### src/hdl/p2a_pkg.sv
// Shared types and constants for the pixel to ASCII art downscaler.
package p2a_pkg;

	// Frame geometry
	localparam int DIM_W     = 13;
	localparam int CFG_IDX_W = 2;
	localparam logic [DIM_W-1:0] MAX_WIDTH      = 13'd4096;
	localparam logic [DIM_W-1:0] MAX_HEIGHT     = 13'd4096;
	localparam logic [DIM_W-1:0] DEFAULT_TARGET = 13'd80;

	// Configuration register indexes
	localparam logic [CFG_IDX_W-1:0] REG_IMAGE_WIDTH  = 2'd0;
	localparam logic [CFG_IDX_W-1:0] REG_IMAGE_HEIGHT = 2'd1;
	localparam logic [CFG_IDX_W-1:0] REG_TARGET_WIDTH = 2'd2;

	// Payload widths
	localparam int RGB_W   = 24;
	localparam int CHAR_W  = 7;
	localparam int CLASS_W = 4;

	// Shared divider: width / target, then height * target / (2 * width)
	localparam int DIV_NUM_W = 25;
	localparam int DIV_DEN_W = 14;
	localparam int DIV_CNT_W = 5;

	// Queue between front and back
	localparam int QUEUE_DEPTH = 4;
	localparam int QPTR_W      = 2;
	localparam int QCNT_W      = 3;

	// One kept pixel on its way to the back end
	typedef struct packed {
		logic [RGB_W-1:0] rgb;
		logic             eor;
		logic             eof;
	} item_t;

	typedef struct packed {
		logic                 start;
		logic [DIV_NUM_W-1:0] num;
		logic [DIV_DEN_W-1:0] den;
	} div_req_t;

	typedef struct packed {
		logic                 done;
		logic [DIV_NUM_W-1:0] quot;
		logic [DIV_DEN_W-1:0] rem;
	} div_rsp_t;

endpackage

### src/hdl/p2a_div.sv
// Restoring divider, one quotient bit per cycle, shared by the frame setup.
module p2a_div (
	input  logic                clk,
	input  logic                arst_n,
	input  p2a_pkg::div_req_t   req,
	output p2a_pkg::div_rsp_t   rsp
);

	logic                           busy_q;
	logic                           done_q;
	logic [p2a_pkg::DIV_CNT_W-1:0]  cnt_q;
	logic [p2a_pkg::DIV_NUM_W-1:0]  quo_q;
	logic [p2a_pkg::DIV_DEN_W-1:0]  rem_q;
	logic [p2a_pkg::DIV_DEN_W-1:0]  den_q;
	logic [p2a_pkg::DIV_DEN_W:0]    trial;
	logic [p2a_pkg::DIV_DEN_W:0]    diff;
	logic                           ge;

	// Trial subtract of the next partial remainder
	always_comb begin
		trial = {rem_q, quo_q[p2a_pkg::DIV_NUM_W-1]};
		diff  = trial - {1'b0, den_q};
		ge    = trial >= {1'b0, den_q};
	end

	// Sequence control
	always_ff @(posedge clk or negedge arst_n) begin
		if (!arst_n) begin
			busy_q <= 1'b0;
			done_q <= 1'b0;
			cnt_q  <= '0;
		end else begin
			done_q <= 1'b0;
			if (!busy_q && req.start) begin
				busy_q <= 1'b1;
				cnt_q  <= '0;
			end else if (busy_q) begin
				cnt_q <= cnt_q + 1'b1;
				if (cnt_q == p2a_pkg::DIV_CNT_W'(p2a_pkg::DIV_NUM_W - 1)) begin
					busy_q <= 1'b0;
					done_q <= 1'b1;
				end
			end
		end
	end

	// Shift quotient bits in, keep the partial remainder
	always_ff @(posedge clk) begin
		if (!busy_q && req.start) begin
			quo_q <= req.num;
			rem_q <= '0;
			den_q <= req.den;
		end else if (busy_q) begin
			quo_q <= {quo_q[p2a_pkg::DIV_NUM_W-2:0], ge};
			rem_q <= ge ? diff[p2a_pkg::DIV_DEN_W-1:0] : trial[p2a_pkg::DIV_DEN_W-1:0];
		end
	end

	assign rsp.done = done_q;
	assign rsp.quot = quo_q;
	assign rsp.rem  = rem_q;

	// A new division must not start on top of one in flight
	assert property (@(posedge clk) disable iff (!arst_n) req.start |-> !busy_q)
		else $error("divider started while busy");

endmodule

### src/hdl/p2a_queue.sv
// Short queue of kept pixels between the front and back ends.
module p2a_queue (
	input  logic                clk,
	input  logic                arst_n,
	input  logic                push,
	input  p2a_pkg::item_t      push_item,
	output logic                full,
	input  logic                pop,
	output p2a_pkg::item_t      pop_item,
	output logic                avail
);

	p2a_pkg::item_t              entry_q [p2a_pkg::QUEUE_DEPTH];
	logic [p2a_pkg::QPTR_W-1:0]  wr_ptr_q;
	logic [p2a_pkg::QPTR_W-1:0]  rd_ptr_q;
	logic [p2a_pkg::QCNT_W-1:0]  count_q;

	assign full     = count_q == p2a_pkg::QCNT_W'(p2a_pkg::QUEUE_DEPTH);
	assign avail    = count_q != '0;
	assign pop_item = entry_q[rd_ptr_q];

	// Advance pointers and fill count
	always_ff @(posedge clk or negedge arst_n) begin
		if (!arst_n) begin
			wr_ptr_q <= '0;
			rd_ptr_q <= '0;
			count_q  <= '0;
		end else begin
			if (push) begin
				wr_ptr_q <= wr_ptr_q + 1'b1;
			end
			if (pop) begin
				rd_ptr_q <= rd_ptr_q + 1'b1;
			end
			if (push && !pop) begin
				count_q <= count_q + 1'b1;
			end else if (pop && !push) begin
				count_q <= count_q - 1'b1;
			end
		end
	end

	// Store the request
	always_ff @(posedge clk) begin
		if (push) begin
			entry_q[wr_ptr_q] <= push_item;
		end
	end

	assert property (@(posedge clk) disable iff (!arst_n) push |-> !full)
		else $error("queue overflow");
	assert property (@(posedge clk) disable iff (!arst_n) pop |-> avail)
		else $error("queue underflow");

endmodule

### src/hdl/p2a_front.sv
// Front end: configuration, frame setup, position tracking and pixel selection.
module p2a_front (
	input  logic                               clk,
	input  logic                               arst_n,
	input  logic                               cfg_we,
	input  logic [p2a_pkg::CFG_IDX_W-1:0]      cfg_index,
	input  logic [p2a_pkg::DIM_W-1:0]          cfg_data,
	input  logic                               in_valid,
	output logic                               in_ready,
	input  logic [p2a_pkg::RGB_W-1:0]          pixel_rgb,
	input  logic                               frame_start,
	output p2a_pkg::div_req_t                  div_req,
	input  p2a_pkg::div_rsp_t                  div_rsp,
	output logic                               q_push,
	output p2a_pkg::item_t                     q_item,
	input  logic                               q_full
);

	typedef enum logic [2:0] {
		ST_RUN,
		ST_MUL,
		ST_COLDIV,
		ST_ROWSTART,
		ST_ROWDIV,
		ST_HOLD
	} state_t;

	state_t state_q;

	// Configuration registers
	logic [12:0] img_w_q;
	logic [12:0] img_h_q;
	logic [12:0] tgt_w_q;

	// Frame geometry latched at frame start, and the steps derived from it
	logic        frame_valid_q;
	logic [12:0] fw_q;
	logic [12:0] fh_q;
	logic [12:0] t_q;
	logic [12:0] th_q;
	logic [12:0] cq_q;
	logic [11:0] cr_q;
	logic [13:0] rq_q;
	logic [11:0] rr_q;
	logic [24:0] prod_q;
	logic [p2a_pkg::RGB_W-1:0] hold_rgb_q;

	// Positions
	logic [11:0] in_col_q;
	logic [12:0] in_row_q;
	logic [12:0] out_col_q;
	logic [12:0] out_row_q;
	logic [12:0] cpos_q;
	logic [11:0] cfrac_q;
	logic [13:0] rpos_q;
	logic [11:0] rfrac_q;

	logic [12:0] fw_n;
	logic [12:0] fh_n;
	logic [12:0] tsel;
	logic [12:0] t_n;
	logic [25:0] prod_full;
	logic [p2a_pkg::RGB_W-1:0] cur_rgb;
	logic        accept;
	logic        step;
	logic        active;
	logic        row_kept;
	logic        col_kept;
	logic        last_col;
	logic        row_end;
	logic [12:0] csum;
	logic [12:0] cdiff;
	logic        cwrap;
	logic [12:0] cpos_adv;
	logic [12:0] rsum;
	logic [12:0] rdiff;
	logic        rwrap;
	logic [13:0] rpos_adv;
	logic [12:0] rem2;
	logic [12:0] rdiff0;
	logic        rwrap0;

	// Clamp the geometry for the new frame
	always_comb begin
		if (img_w_q == '0) begin
			fw_n = 13'd1;
		end else if (img_w_q > p2a_pkg::MAX_WIDTH) begin
			fw_n = p2a_pkg::MAX_WIDTH;
		end else begin
			fw_n = img_w_q;
		end
		if (img_h_q == '0) begin
			fh_n = 13'd1;
		end else if (img_h_q > p2a_pkg::MAX_HEIGHT) begin
			fh_n = p2a_pkg::MAX_HEIGHT;
		end else begin
			fh_n = img_h_q;
		end
		tsel = (tgt_w_q == '0) ? p2a_pkg::DEFAULT_TARGET : tgt_w_q;
		t_n  = (tsel > fw_n) ? fw_n : tsel;
	end

	assign prod_full = fh_q * t_q;

	// Classify the current pixel against the next kept row and column
	always_comb begin
		cur_rgb  = (state_q == ST_HOLD) ? hold_rgb_q : pixel_rgb;
		in_ready = (state_q == ST_RUN) && !q_full;
		accept   = in_valid && in_ready;
		step     = (accept && !frame_start) || (state_q == ST_HOLD && !q_full);
		active   = frame_valid_q && (in_row_q < fh_q);
		row_kept = (out_row_q < th_q) && ({1'b0, in_row_q} == rpos_q);
		col_kept = row_kept && (out_col_q < t_q) && ({1'b0, in_col_q} == cpos_q);
		last_col = out_col_q == t_q - 13'd1;
		row_end  = {1'b0, in_col_q} == fw_q - 13'd1;
	end

	// Step the column and row sample points by quotient plus carried fraction
	always_comb begin
		csum     = {1'b0, cfrac_q} + {1'b0, cr_q};
		cdiff    = csum - t_q;
		cwrap    = csum >= t_q;
		cpos_adv = cpos_q + cq_q + {12'b0, cwrap};
		rsum     = {1'b0, rfrac_q} + {1'b0, rr_q};
		rdiff    = rsum - t_q;
		rwrap    = rsum >= t_q;
		rpos_adv = rpos_q + rq_q + {13'b0, rwrap};
		rem2     = {div_rsp.rem[11:0], 1'b0};
		rdiff0   = rem2 - t_q;
		rwrap0   = rem2 >= t_q;
	end

	// Divider requests: width over target, then height times target over twice width
	always_comb begin
		div_req.start = (state_q == ST_MUL) || (state_q == ST_ROWSTART);
		if (state_q == ST_MUL) begin
			div_req.num = {12'b0, fw_q};
			div_req.den = {1'b0, t_q};
		end else begin
			div_req.num = prod_q;
			div_req.den = {fw_q, 1'b0};
		end
	end

	assign q_push     = step && active && col_kept;
	assign q_item.rgb = cur_rgb;
	assign q_item.eor = last_col;
	assign q_item.eof = last_col && (out_row_q == th_q - 13'd1);

	// Setup sequencer and position counters
	always_ff @(posedge clk or negedge arst_n) begin
		if (!arst_n) begin
			state_q       <= ST_RUN;
			img_w_q       <= 13'd640;
			img_h_q       <= 13'd480;
			tgt_w_q       <= 13'd80;
			frame_valid_q <= 1'b0;
			fw_q          <= '0;
			fh_q          <= '0;
			t_q           <= '0;
			th_q          <= '0;
			cq_q          <= '0;
			cr_q          <= '0;
			rq_q          <= '0;
			rr_q          <= '0;
			in_col_q      <= '0;
			in_row_q      <= '0;
			out_col_q     <= '0;
			out_row_q     <= '0;
			cpos_q        <= '0;
			cfrac_q       <= '0;
			rpos_q        <= '0;
			rfrac_q       <= '0;
		end else begin
			if (cfg_we) begin
				case (cfg_index)
					p2a_pkg::REG_IMAGE_WIDTH:  img_w_q <= cfg_data;
					p2a_pkg::REG_IMAGE_HEIGHT: img_h_q <= cfg_data;
					p2a_pkg::REG_TARGET_WIDTH: tgt_w_q <= cfg_data;
					default: ;
				endcase
			end

			if (step && active) begin
				if (row_end) begin
					// end of input row: column state restarts
					in_col_q  <= '0;
					in_row_q  <= in_row_q + 13'd1;
					out_col_q <= '0;
					cpos_q    <= '0;
					cfrac_q   <= '0;
					if (row_kept) begin
						out_row_q <= out_row_q + 13'd1;
						rpos_q    <= rpos_adv;
						rfrac_q   <= rwrap ? rdiff[11:0] : rsum[11:0];
					end
				end else begin
					if (col_kept) begin
						out_col_q <= out_col_q + 13'd1;
						cpos_q    <= cpos_adv;
						cfrac_q   <= cwrap ? cdiff[11:0] : csum[11:0];
					end
					in_col_q <= in_col_q + 12'd1;
				end
			end

			case (state_q)
				ST_RUN: begin
					if (accept && frame_start) begin
						frame_valid_q <= 1'b1;
						fw_q          <= fw_n;
						fh_q          <= fh_n;
						t_q           <= t_n;
						in_col_q      <= '0;
						in_row_q      <= '0;
						out_col_q     <= '0;
						out_row_q     <= '0;
						cpos_q        <= '0;
						cfrac_q       <= '0;
						rpos_q        <= '0;
						rfrac_q       <= '0;
						state_q       <= ST_MUL;
					end
				end
				ST_MUL: begin
					state_q <= ST_COLDIV;
				end
				ST_COLDIV: begin
					if (div_rsp.done) begin
						cq_q    <= div_rsp.quot[12:0];
						cr_q    <= div_rsp.rem[11:0];
						rq_q    <= {div_rsp.quot[12:0], 1'b0} + {13'b0, rwrap0};
						rr_q    <= rwrap0 ? rdiff0[11:0] : rem2[11:0];
						state_q <= ST_ROWSTART;
					end
				end
				ST_ROWSTART: begin
					state_q <= ST_ROWDIV;
				end
				ST_ROWDIV: begin
					if (div_rsp.done) begin
						th_q    <= div_rsp.quot[12:0];
						state_q <= ST_HOLD;
					end
				end
				ST_HOLD: begin
					if (!q_full) begin
						state_q <= ST_RUN;
					end
				end
				default: state_q <= ST_RUN;
			endcase
		end
	end

	// Hold the frame-start pixel and the setup product
	always_ff @(posedge clk) begin
		if (accept && frame_start) begin
			hold_rgb_q <= pixel_rgb;
		end
		if (state_q == ST_MUL) begin
			prod_q <= prod_full[24:0];
		end
	end

	assert property (@(posedge clk) disable iff (!arst_n)
		div_rsp.done |-> (state_q == ST_COLDIV || state_q == ST_ROWDIV))
		else $error("division result outside a wait state");
	assert property (@(posedge clk) disable iff (!arst_n)
		q_push |-> frame_valid_q && (out_col_q < t_q))
		else $error("pixel kept outside a frame");

endmodule

### src/hdl/p2a_back.sv
// Back end: luma, density character, color class and the output register.
module p2a_back (
	input  logic                               clk,
	input  logic                               arst_n,
	input  logic                               q_avail,
	input  p2a_pkg::item_t                     q_item,
	output logic                               q_pop,
	output logic                               out_valid,
	input  logic                               out_ready,
	output logic [p2a_pkg::CHAR_W-1:0]         char_code,
	output logic [p2a_pkg::CLASS_W-1:0]        color_class,
	output logic                               end_of_row,
	output logic                               end_of_frame
);

	// floor(s / 1000) as (s * ceil(2^28 / 1000)) >> 28, exact for s up to 255000
	localparam logic [18:0] LUMA_RECIP = 19'd268436;
	localparam int          LUMA_SHIFT = 28;

	localparam logic [7:0] DARK_LIMIT   = 8'd64;
	localparam logic [7:0] BRIGHT_LIMIT = 8'd192;
	localparam logic [7:0] MIX_LIMIT    = 8'd128;

	localparam logic [3:0] CLS_BLACK     = 4'd0;
	localparam logic [3:0] CLS_WHITE     = 4'd1;
	localparam logic [3:0] CLS_RED_HI    = 4'd2;
	localparam logic [3:0] CLS_RED       = 4'd3;
	localparam logic [3:0] CLS_GREEN_HI  = 4'd4;
	localparam logic [3:0] CLS_GREEN     = 4'd5;
	localparam logic [3:0] CLS_BLUE_HI   = 4'd6;
	localparam logic [3:0] CLS_BLUE      = 4'd7;
	localparam logic [3:0] CLS_YELLOW_HI = 4'd8;
	localparam logic [3:0] CLS_YELLOW    = 4'd9;
	localparam logic [3:0] CLS_MAG_HI    = 4'd10;
	localparam logic [3:0] CLS_MAG       = 4'd11;
	localparam logic [3:0] CLS_CYAN_HI   = 4'd12;
	localparam logic [3:0] CLS_CYAN      = 4'd13;

	// Characters of " .:-=+*#%@"
	localparam logic [6:0] CHAR_SPACE   = 7'd32;
	localparam logic [6:0] CHAR_DOT     = 7'd46;
	localparam logic [6:0] CHAR_COLON   = 7'd58;
	localparam logic [6:0] CHAR_DASH    = 7'd45;
	localparam logic [6:0] CHAR_EQUAL   = 7'd61;
	localparam logic [6:0] CHAR_PLUS    = 7'd43;
	localparam logic [6:0] CHAR_STAR    = 7'd42;
	localparam logic [6:0] CHAR_HASH    = 7'd35;
	localparam logic [6:0] CHAR_PERCENT = 7'd37;
	localparam logic [6:0] CHAR_AT      = 7'd64;

	// Density level floor(luma * 9 / 255) by thresholds ceil(255 k / 9)
	function automatic logic [6:0] density_char(input logic [7:0] luma);
		logic [6:0] ch;
		if (luma >= 8'd255) begin
			ch = CHAR_AT;
		end else if (luma >= 8'd227) begin
			ch = CHAR_PERCENT;
		end else if (luma >= 8'd199) begin
			ch = CHAR_HASH;
		end else if (luma >= 8'd170) begin
			ch = CHAR_STAR;
		end else if (luma >= 8'd142) begin
			ch = CHAR_PLUS;
		end else if (luma >= 8'd114) begin
			ch = CHAR_EQUAL;
		end else if (luma >= 8'd85) begin
			ch = CHAR_DASH;
		end else if (luma >= 8'd57) begin
			ch = CHAR_COLON;
		end else if (luma >= 8'd29) begin
			ch = CHAR_DOT;
		end else begin
			ch = CHAR_SPACE;
		end
		return ch;
	endfunction

	function automatic logic [3:0] color_of(input logic [7:0] r, input logic [7:0] g,
			input logic [7:0] b);
		logic [3:0] cls;
		if (r < DARK_LIMIT && g < DARK_LIMIT && b < DARK_LIMIT) begin
			cls = CLS_BLACK;
		end else if (r > BRIGHT_LIMIT && g > BRIGHT_LIMIT && b > BRIGHT_LIMIT) begin
			cls = CLS_WHITE;
		end else if (r > g && r > b) begin
			cls = (r > BRIGHT_LIMIT) ? CLS_RED_HI : CLS_RED;
		end else if (g > r && g > b) begin
			cls = (g > BRIGHT_LIMIT) ? CLS_GREEN_HI : CLS_GREEN;
		end else if (b > r && b > g) begin
			cls = (b > BRIGHT_LIMIT) ? CLS_BLUE_HI : CLS_BLUE;
		end else if (r > MIX_LIMIT && g > MIX_LIMIT) begin
			cls = (r > BRIGHT_LIMIT) ? CLS_YELLOW_HI : CLS_YELLOW;
		end else if (r > MIX_LIMIT && b > MIX_LIMIT) begin
			cls = (r > BRIGHT_LIMIT) ? CLS_MAG_HI : CLS_MAG;
		end else if (g > MIX_LIMIT && b > MIX_LIMIT) begin
			cls = (g > BRIGHT_LIMIT) ? CLS_CYAN_HI : CLS_CYAN;
		end else begin
			cls = CLS_WHITE;
		end
		return cls;
	endfunction

	logic        s1_valid_q;
	logic [17:0] sum_s1;
	logic [3:0]  class_s1;
	logic        eor_s1;
	logic        eof_s1;
	logic        s2_valid_q;
	logic [7:0]  luma_s2;
	logic [3:0]  class_s2;
	logic        eor_s2;
	logic        eof_s2;
	logic        out_valid_q;
	logic [6:0]  char_q;
	logic [3:0]  class_q;
	logic        eor_q;
	logic        eof_q;

	logic [7:0]  red;
	logic [7:0]  green;
	logic [7:0]  blue;
	logic [17:0] wsum;
	logic [36:0] lprod;
	logic        out_en;
	logic        s2_en;
	logic        s1_en;

	// Each stage moves when the one after it is empty or moving
	always_comb begin
		out_en = !out_valid_q || out_ready;
		s2_en  = !s2_valid_q || out_en;
		s1_en  = !s1_valid_q || s2_en;
		q_pop  = q_avail && s1_en;
		red    = q_item.rgb[23:16];
		green  = q_item.rgb[15:8];
		blue   = q_item.rgb[7:0];
		wsum   = 18'd299 * {10'b0, red} + 18'd587 * {10'b0, green}
			+ 18'd114 * {10'b0, blue};
		lprod  = {19'b0, sum_s1} * {18'b0, LUMA_RECIP};
	end

	// Stage valids
	always_ff @(posedge clk or negedge arst_n) begin
		if (!arst_n) begin
			s1_valid_q  <= 1'b0;
			s2_valid_q  <= 1'b0;
			out_valid_q <= 1'b0;
		end else begin
			if (s1_en) begin
				s1_valid_q <= q_avail;
			end
			if (s2_en) begin
				s2_valid_q <= s1_valid_q;
			end
			if (out_en) begin
				out_valid_q <= s2_valid_q;
			end
		end
	end

	// Weighted sum, luma, then character lookup
	always_ff @(posedge clk) begin
		if (s1_en && q_avail) begin
			sum_s1   <= wsum;
			class_s1 <= color_of(red, green, blue);
			eor_s1   <= q_item.eor;
			eof_s1   <= q_item.eof;
		end
		if (s2_en && s1_valid_q) begin
			luma_s2  <= lprod[LUMA_SHIFT+7:LUMA_SHIFT];
			class_s2 <= class_s1;
			eor_s2   <= eor_s1;
			eof_s2   <= eof_s1;
		end
		if (out_en && s2_valid_q) begin
			char_q  <= density_char(luma_s2);
			class_q <= class_s2;
			eor_q   <= eor_s2;
			eof_q   <= eof_s2;
		end
	end

	assign out_valid    = out_valid_q;
	assign char_code    = char_q;
	assign color_class  = class_q;
	assign end_of_row   = eor_q;
	assign end_of_frame = eof_q;

	assert property (@(posedge clk) disable iff (!arst_n)
		s2_valid_q && !s2_en |=> s2_valid_q && $stable(luma_s2))
		else $error("stalled luma stage lost its value");

endmodule

### src/hdl/pixel_to_ascii_art_downscaler.sv
// Top level of the pixel to ASCII art downscaler.
//
//   channel   direction  handshake              payload
//   in        in         in_valid / in_ready    pixel_rgb, frame_start
//   out       out        out_valid / out_ready  char_code, color_class, end_of_row, end_of_frame
//   cfg       in         cfg_we                 cfg_index, cfg_data
//
// One pixel per cycle within a frame while the queue has room; a kept pixel passes through
// the queue and the s1, s2 and output registers before it shows up as out_valid. A pixel
// with frame_start holds the input while the shared divider runs two 25-step divisions
// (width over target, height times target over twice width) before it is classified.
// Reset clears all control state; no frame is active until the first frame_start.
// A stalled output fills the four-entry queue, after which the input stalls.
module pixel_to_ascii_art_downscaler (
	input  logic                               clk,
	input  logic                               arst_n,
	input  logic                               cfg_we,
	input  logic [p2a_pkg::CFG_IDX_W-1:0]      cfg_index,
	input  logic [p2a_pkg::DIM_W-1:0]          cfg_data,
	input  logic                               in_valid,
	output logic                               in_ready,
	input  logic [p2a_pkg::RGB_W-1:0]          pixel_rgb,
	input  logic                               frame_start,
	output logic                               out_valid,
	input  logic                               out_ready,
	output logic [p2a_pkg::CHAR_W-1:0]         char_code,
	output logic [p2a_pkg::CLASS_W-1:0]        color_class,
	output logic                               end_of_row,
	output logic                               end_of_frame
);

	p2a_pkg::div_req_t div_req;
	p2a_pkg::div_rsp_t div_rsp;
	p2a_pkg::item_t    push_item;
	p2a_pkg::item_t    pop_item;
	logic              q_push;
	logic              q_full;
	logic              q_pop;
	logic              q_avail;

	p2a_div u_div (
		.clk    (clk),
		.arst_n (arst_n),
		.req    (div_req),
		.rsp    (div_rsp)
	);

	p2a_front u_front (
		.clk         (clk),
		.arst_n      (arst_n),
		.cfg_we      (cfg_we),
		.cfg_index   (cfg_index),
		.cfg_data    (cfg_data),
		.in_valid    (in_valid),
		.in_ready    (in_ready),
		.pixel_rgb   (pixel_rgb),
		.frame_start (frame_start),
		.div_req     (div_req),
		.div_rsp     (div_rsp),
		.q_push      (q_push),
		.q_item      (push_item),
		.q_full      (q_full)
	);

	p2a_queue u_queue (
		.clk       (clk),
		.arst_n    (arst_n),
		.push      (q_push),
		.push_item (push_item),
		.full      (q_full),
		.pop       (q_pop),
		.pop_item  (pop_item),
		.avail     (q_avail)
	);

	p2a_back u_back (
		.clk          (clk),
		.arst_n       (arst_n),
		.q_avail      (q_avail),
		.q_item       (pop_item),
		.q_pop        (q_pop),
		.out_valid    (out_valid),
		.out_ready    (out_ready),
		.char_code    (char_code),
		.color_class  (color_class),
		.end_of_row   (end_of_row),
		.end_of_frame (end_of_frame)
	);

endmodule

### config.mk
export PLATFORM = sky130hd
export DESIGN_NAME = pixel_to_ascii_art_downscaler
export DESIGN_NICKNAME = d
export VERILOG_FILES = /design/src/hdl/p2a_pkg.sv /design/src/hdl/p2a_div.sv /design/src/hdl/p2a_queue.sv /design/src/hdl/p2a_front.sv /design/src/hdl/p2a_back.sv /design/src/hdl/pixel_to_ascii_art_downscaler.sv
export SDC_FILE = /design/constraint.sdc
export NUM_CORES = 2
export LEC_CHECK = 0
export BUFFER_PORTS_ARGS = -buffer_cell sky130_fd_sc_hd__buf_4
export CAP_MARGIN = 20
export CELL_PAD_IN_SITES_DETAIL_PLACEMENT = 0
export CELL_PAD_IN_SITES_GLOBAL_PLACEMENT = 1
export CORE_ASPECT_RATIO = 0.6
export CORE_MARGIN = 3
export CORE_UTILIZATION = 27
export CTS_CLUSTER_SIZE = 8
export DETAILED_ROUTE_END_ITERATION = 10
export PLACE_DENSITY_LB_ADDON = 0.15
export SKIP_CTS_REPAIR_TIMING = 1
export SKIP_LAST_GASP = 1
export SYNTH_ARGS = -nofsm -noshare
export SYNTH_HDL_FRONTEND = slang
export SYNTH_SLANG_ARGS = --single-unit
export TNS_END_PERCENT = 10
### constraint.sdc
create_clock -name clk -period 24 [get_ports clk]
set_input_delay 4.8 -clock clk [delete_from_list [all_inputs] [get_ports clk]]
set_output_delay 4.8 -clock clk [all_outputs]
set_load 0.01 [all_outputs]
Yosys cells after proc, flatten, opt, wreduce, memory -nomap -nowiden
Memory sizes are Yosys's and may differ from the RTL's.
Index checks and enable logic that the tools add are counted.
{"block": "op_classes", "eq_ne": 18, "add_sub_neg": 25, "n_mul": 5, "magnitude_cmp": 34, "n_mux": 90, "reduce_logical": 60}
{"cell": "13-bit 2-to-1 mux", "n": 25}
{"cell": "12-bit 2-to-1 mux", "n": 17}
{"cell": "14-bit 2-to-1 mux", "n": 6}
{"cell": "25-bit 2-to-1 mux", "n": 2}
{"cell": "7-bit 2-to-1 mux", "n": 7}
{"cell": "8-bit greater-than comparator", "n": 6}
{"cell": "8-bit greater-than comparator (second input constant)", "n": 6}
{"cell": "8-bit >= comparator (second input constant)", "n": 5}
{"cell": "13-bit by 1-bit adder with 13-bit output (second input constant)", "n": 3}
{"cell": "13-bit >= comparator", "n": 3}
{"cell": "13-bit zero test", "n": 3}
{"cell": "13-bit < comparator", "n": 3}
{"cell": "39-bit 2-to-1 mux", "n": 1}
{"cell": "13-bit by 1-bit subtractor with 13-bit output (second input constant)", "n": 3}
{"cell": "12-bit subtractor", "n": 3}
{"cell": "18-bit by 17-bit multiplier with 34-bit output (second input constant)", "n": 1}
{"cell": "14-bit by 1-bit adder with 14-bit output", "n": 2}
{"cell": "1-bit logical AND", "n": 28}
{"cell": "4-bit 2-to-1 mux", "n": 7}
{"cell": "12-bit by 12-bit adder with 13-bit output", "n": 2}
{"cell": "12-bit by 13-bit equality test with 1-bit output", "n": 2}
{"cell": "13-bit equality test", "n": 2}
{"cell": "13-bit greater-than comparator (second input constant)", "n": 2}
{"cell": "13-bit by 13-bit multiplier with 25-bit output", "n": 1}
{"cell": "44 further kinds", "n": 92}
{"block": "totals", "mem_bits_rw": 104, "reg_bits": 418, "output_inout_bits": 15, "memories": 1}
{"name": "u_queue.entry_q", "depth": 4, "width": 26, "rd": 1, "rd_ports_with_merged_regs": 0, "write_ports": 1, "line_no": "p2a_queue.sv:13", "text": "p2a_pkg::item_t entry_q [p2a_pkg::QUEUE_DEPTH];"}

Depth between registers and ports, before layout
{"block": "depth", "ltp_word": 12, "ltp_mapped": 30, "mapped_depth_nobuf": 27}

Cells and area by module
From an unflattened synthesis, not the netlist that was laid out.
{"block": "unflattened", "cells_unflattened": 4154, "area_unflattened_um2": 41846.4}
{"mod": "p2a_front", "area_each_um2": 23985.5, "n_inst": 1, "seq_area_each_um2": 7362.1, "cells_per_inst": 2652}
{"mod": "p2a_back", "area_each_um2": 10431.3, "n_inst": 1, "seq_area_each_um2": 1606.5, "cells_per_inst": 1050}
{"mod": "p2a_queue", "area_each_um2": 4196.5, "n_inst": 1, "seq_area_each_um2": 3298.2, "cells_per_inst": 170}
{"mod": "p2a_div", "area_each_um2": 3233.1, "n_inst": 1, "seq_area_each_um2": 1626.6, "cells_per_inst": 282}

Worst setup path before layout
No wires, ideal clock.
{"block": "synth_path", "kind": "in2reg", "from": "in out_ready", "to": "reg u_queue.count_q[1] (netlist bit)", "setup_ns": 0.125, "path_stages": 8, "setup_slack_ns": 16.451, "path_buffers": 0, "t_arrival_ns": 7.424, "cell_sequence": "nand2b_1 > nor2_1 > a21oi_1 > inv_1 > ha_1 > inv_1 > fa_1 > mux2_2"}
{"block": "synth_via", "elab_chain_len": 7, "word_cells_on_any_way": 9, "cone_classes": "1 x mux; 8 x reduce/logical"}
{"element": "start: declaration", "line_no": "pixel_to_ascii_art_downscaler.sv:25", "text": "input logic out_ready,"}
{"element": "1-bit logical OR *", "line_no": "p2a_back.sv:130", "text": "out_en = !out_valid_q || out_ready;"}
{"element": "1-bit logical OR *", "line_no": "p2a_back.sv:131", "text": "s2_en = !s2_valid_q || out_en;"}
{"element": "1-bit logical OR *", "line_no": "p2a_back.sv:132", "text": "s1_en = !s1_valid_q || s2_en;"}
{"element": "1-bit logical AND *", "line_no": "p2a_back.sv:133", "text": "q_pop = q_avail && s1_en;"}
{"element": "net q_pop", "line_no": "pixel_to_ascii_art_downscaler.sv:38", "text": "logic q_pop;"}
{"element": "1-bit zero test", "line_no": "p2a_queue.sv:35", "text": "if (push && !pop) begin"}
{"element": "1-bit logical AND", "line_no": "p2a_queue.sv:35"}
{"element": "3-bit 2-to-1 mux / 2-bit nonzero test (equally long branches)"}
{"element": "end signal: assignment", "line_no": "p2a_queue.sv:36", "text": "count_q <= count_q + 1'b1;"}
{"element": "end signal: assignment", "line_no": "p2a_queue.sv:38", "text": "count_q <= count_q - 1'b1;"}
{"element": "end: declaration", "line_no": "p2a_queue.sv:16", "text": "logic [p2a_pkg::QCNT_W-1:0] count_q;"}
Mark *: on every way through the listed nets, which the timed path passes. The rest lies on a longest branch.
A chain may end at the register's enable or synchronous reset.

Worst setup path after layout
{"block": "layout_path", "from": "in frame_start", "to": "reg u_front.out_col_q[11]"}
{"block": "layout_via", "elab_chain_len": 7, "word_cells_on_any_way": 8, "cone_classes": "3 x mux; 5 x reduce/logical"}
{"element": "start: declaration", "line_no": "pixel_to_ascii_art_downscaler.sv:23", "text": "input logic frame_start,"}
{"element": "1-bit zero test", "line_no": "p2a_front.sv:110", "text": "step = (accept && !frame_start) || (state_q == ST_HOLD && !q_full);"}
{"element": "1-bit logical AND", "line_no": "p2a_front.sv:110"}
{"element": "1-bit logical OR", "line_no": "p2a_front.sv:110"}
{"element": "1-bit logical AND", "line_no": "p2a_front.sv:184", "text": "if (step && active) begin"}
{"element": "13-bit 2-to-1 mux", "line_no": "p2a_front.sv:184"}
{"element": "13-bit 2-to-1 mux", "line_no": "p2a_front.sv:209", "text": "if (accept && frame_start) begin"}
{"element": "13-bit 2-to-1 mux *", "line_no": "p2a_front.sv:207", "text": "case (state_q)"}
{"element": "end signal: assignment", "line_no": "p2a_front.sv:199", "text": "out_col_q <= out_col_q + 13'd1;"}
{"element": "end: declaration", "line_no": "p2a_front.sv:51", "text": "logic [12:0] out_col_q;"}
Every way passes the cells marked *; elsewhere a longest branch is shown, timed or not.

==> qor.csv <==
stage;metric;value;unit
timing;hold_viol;0;
setup_path;r2r-start;u_queue.rd_ptr_q[0]$_DFFE_PN0P_;
yosys;yosysWarnings;0;
yosys;yosysUniqueCellTypes;77;
yosys;synth-xor-area-share;0.04917;
yosys;yosys.area_share.simple;0.1221;
outcome;status;finished, final reports clean;
flow_run;cap_violations;0;
clocking;cts_tree;yes;
global_route;globalRouteOverflowTotal;0;
yosys;syn_avg_cell_area;10.11;µm²
detailed_routing;ant_nets;0;
detailed_routing;routed_wl;128000;µm
clocking;cts-root-buf;clkbuf_16;
global_route;grt_pass1_wl;193700;µm
clocking;h-tree-depth;3;
detailed_routing;drt_pass1_iterations;5;
die;core_area;148400;µm²
timing;tightest_slew;1.193;ns
yosys;ys.flop_type;dfrtp_1;
timing;finalSetupViolCount;0;
setup_path;endpoint_kind;flop;
global_route;antenna_found_initial;11;
clocking;cts_made_buffers;75;
yosys;synthCells;4016;
die;die_x;506.7;µm
setup_path;crit_arrival;8.35;ns
die;die_y;306.4;µm
setup_path;critical_path_class;in -> reg;
yosys;seq_area_frac_synth;0.3421;
clocking;clk_pin_slew;0.05;ns
timing;rsz0062_at_grt;false;
yosys;synth_nets;4824;
die;ioPinCount;60;
die;initial_core_util;0.2737;
setup_path;cp-startpoint;frame_start;
layout;synthToLayoutAreaGrowth;12.91;%
layout;finalNetCount;4881;
setup_path;cp.required;24.56;ns
setup_path;start_kind;input port;
place;io_buffers;59;
detailed_routing;remaining_drc_errors;0;
timing;setup_tns;0;ns
detailed_routing;vias;28640;
yosys;synth_edf_count;243;
yosys;synth-compound-area-share;0.09895;
detailed_routing;drt_iter0_drc;2007;
worst_hold_path;min-delay-start;u_back.class_s1[3]$_SDFFCE_PP0P_;
global_route;grt_max_degree;81;
yosys;ys_async_sr_fraction;0.4951;
detailed_routing;wl_per_cell;20.87;µm
die;rows;109;
place;gp_congestion;0.8038;
yosys;synth_mux_area_frac;0.04353;
timing;report.final.slew_viol_count;0;
global_route;grt_pass1_vias;28770;
timing;finalCritPeriodShare;0.3244;
clocking;clock_latency;0.68;ns
setup_path;crit_path_max_fanout;65;
layout;layout-drive-gt1-share;0.08305;
clocking;clkSinkCount;509;
detailed_routing;via_per_inst;4.671;
timing;period_needed;7.785;ns
clocking;clk_path_buf_depth;3;
global_route;grt_util_all_layers;0.1659;
yosys;synth-seq-cells;509;
yosys;synthAdderAreaFrac;0.2813;
worst_hold_path;hp-class;reg -> reg;
place;dp_hpwl;97380;µm
die;dieArea;155300;µm²
yosys;synth_top_family_by_area;adder cells;
yosys;syn_area;40620;µm²
timing;clock.fmax;128.5;MHz
timing;final.setup_skew;0.04404;ns
timing;relSlewSlack;0.2044;
cell usage in the layout (no fill, tap or decap), types with 32 or more instances in the layout:
cell type and instances:
buf_4 115, ha_1 514, o21ai_0 178, a21o_1 56, dfrtp_1 243, nor3_1 57
nor2_1 229, clkbuf_16 75, mux2_2 65, nand3_1 86, inv_1 533, mux2i_1 45
nand2b_1 32, nor2b_1 33, xor2_1 94, fa_1 249, o21a_1 36, and3_1 32
xnor2_1 134, nand2_1 409, a21oi_1 178, edfxtp_1 243, nand4_1 47, clkbuf_1 47
cells by family after synthesis:
group | after synthesis
flops | 509
compound gates | 643
simple gates | 1059
fa+ha+maj | 764
xor+xnor | 228
buf+inv | 677
mux | 136
routing by layer:
metal	track usage	share of wire
met1	0.2873	0.59
met2	0.2001	0.34
met3	0.03350	0.057
met4	0.03019	0.014
met5	0	0
final timing paths:
check,end,slack [ns],depth (start not counted)
min reg2reg,u_back.class_s2[3]$_DFFE_PP_,0.39,0
max,u_front.out_col_q[11]$_DFF_PN0_,16.21,8
max in group asynchronous,u_front.rr_q[10]$_DFFE_PN0P_,18.36,2
min in group asynchronous,u_front.th_q[11]$_DFFE_PN0P_,4.15,1
min,u_back.class_s2[3]$_DFFE_PP_,0.39,0
max reg2reg,u_back.sum_s1[17]$_DFFE_PP_,16.32,26
registers in the layout, indices dropped and copies added, names as in the netlist, 13 cells and up:
name / flops
u_front.img_h_q: 13
u_div.den_q: 14
u_front.prod_q: 25
u_back.sum_s1: 18
u_front.cpos_q: 13
u_front.fh_q: 13
u_front.rpos_q: 14
u_front.out_row_q: 13
u_queue.entry_q: 104
u_front.tgt_w_q: 13
u_div.quo_q: 25
u_front.t_q: 13
u_front.in_row_q: 13
u_front.hold_rgb_q: 24
u_front.fw_q: 13
u_front.out_col_q: 13
u_front.img_w_q: 13
u_front.rq_q: 14
u_div.rem_q: 14
u_front.th_q: 13
through the flow:
step / area [µm²] / util / setup WS, ns / cells / hold WS (ns)
finish: 45860 / 0.3091 / 16.21 / 6131 / 0.3918
global route: 45850 / 0.3090 / 15.94 / 6129 / 0.3958
CTS: 45820 / 0.3088 / 16.19 / 6126 / 0.3918
detailed placement: 43530 / 0.2934 / 15.45 / 5992 / 0.4045
global placement: 43530 / 0.2934 / 15.47 / 5991 / 0.4021
floorplan: 40620 / - / 16.45 / 4016 / 0.4003
synth_stat cells (all sizes together), types with 25 or more instances:
library cell	number	area, µm²
inv	533	2001
ha	514	6431
nand2	409	1535
fa	249	4985
dfrtp	244	6106
edfxtp	243	7297
nor2	230	863.3
o21ai	180	900.9
a21oi	179	895.9
xnor2	134	1174
clkbuf	114	427.9
xor2	94	823.3
nand3	87	435.4
mux2	65	732.0
nor3	57	285.3
a21o	56	420.4
nand4	47	294.0
mux2i	45	450.4
o21a	36	270.3
and3	33	206.5
nor2b	33	206.5
nand2b	32	200.2
mux4	26	585.6
nor4	26	162.7
buf	25	107.6
area by class of cell:
class | count | area [µm²]
Antenna cell | 3 | 7.507
Clock buffer | 125 | 2095
Clock inverter | 9 | 192.7
Fill cell | 15500 | 102500
Inverter | 538 | 2021
Multi-Input combinational cell | 2830 | 24240
Sequential cell | 509 | 13890
Tap cell | 1998 | 2500
Timing Repair Buffer | 119 | 912.1
critical path: stages:
cell      delay [ns]
buf_4           0.12
nand3_2         0.06
buf_4           0.70
clkinv_2        0.91
or2_2           0.82
buf_4           0.33
or2_2           0.30
o41ai_1         0.24
Power is not shown: default switching activity piles up to over one toggle a cycle in this logic, so the estimate is an artifact.
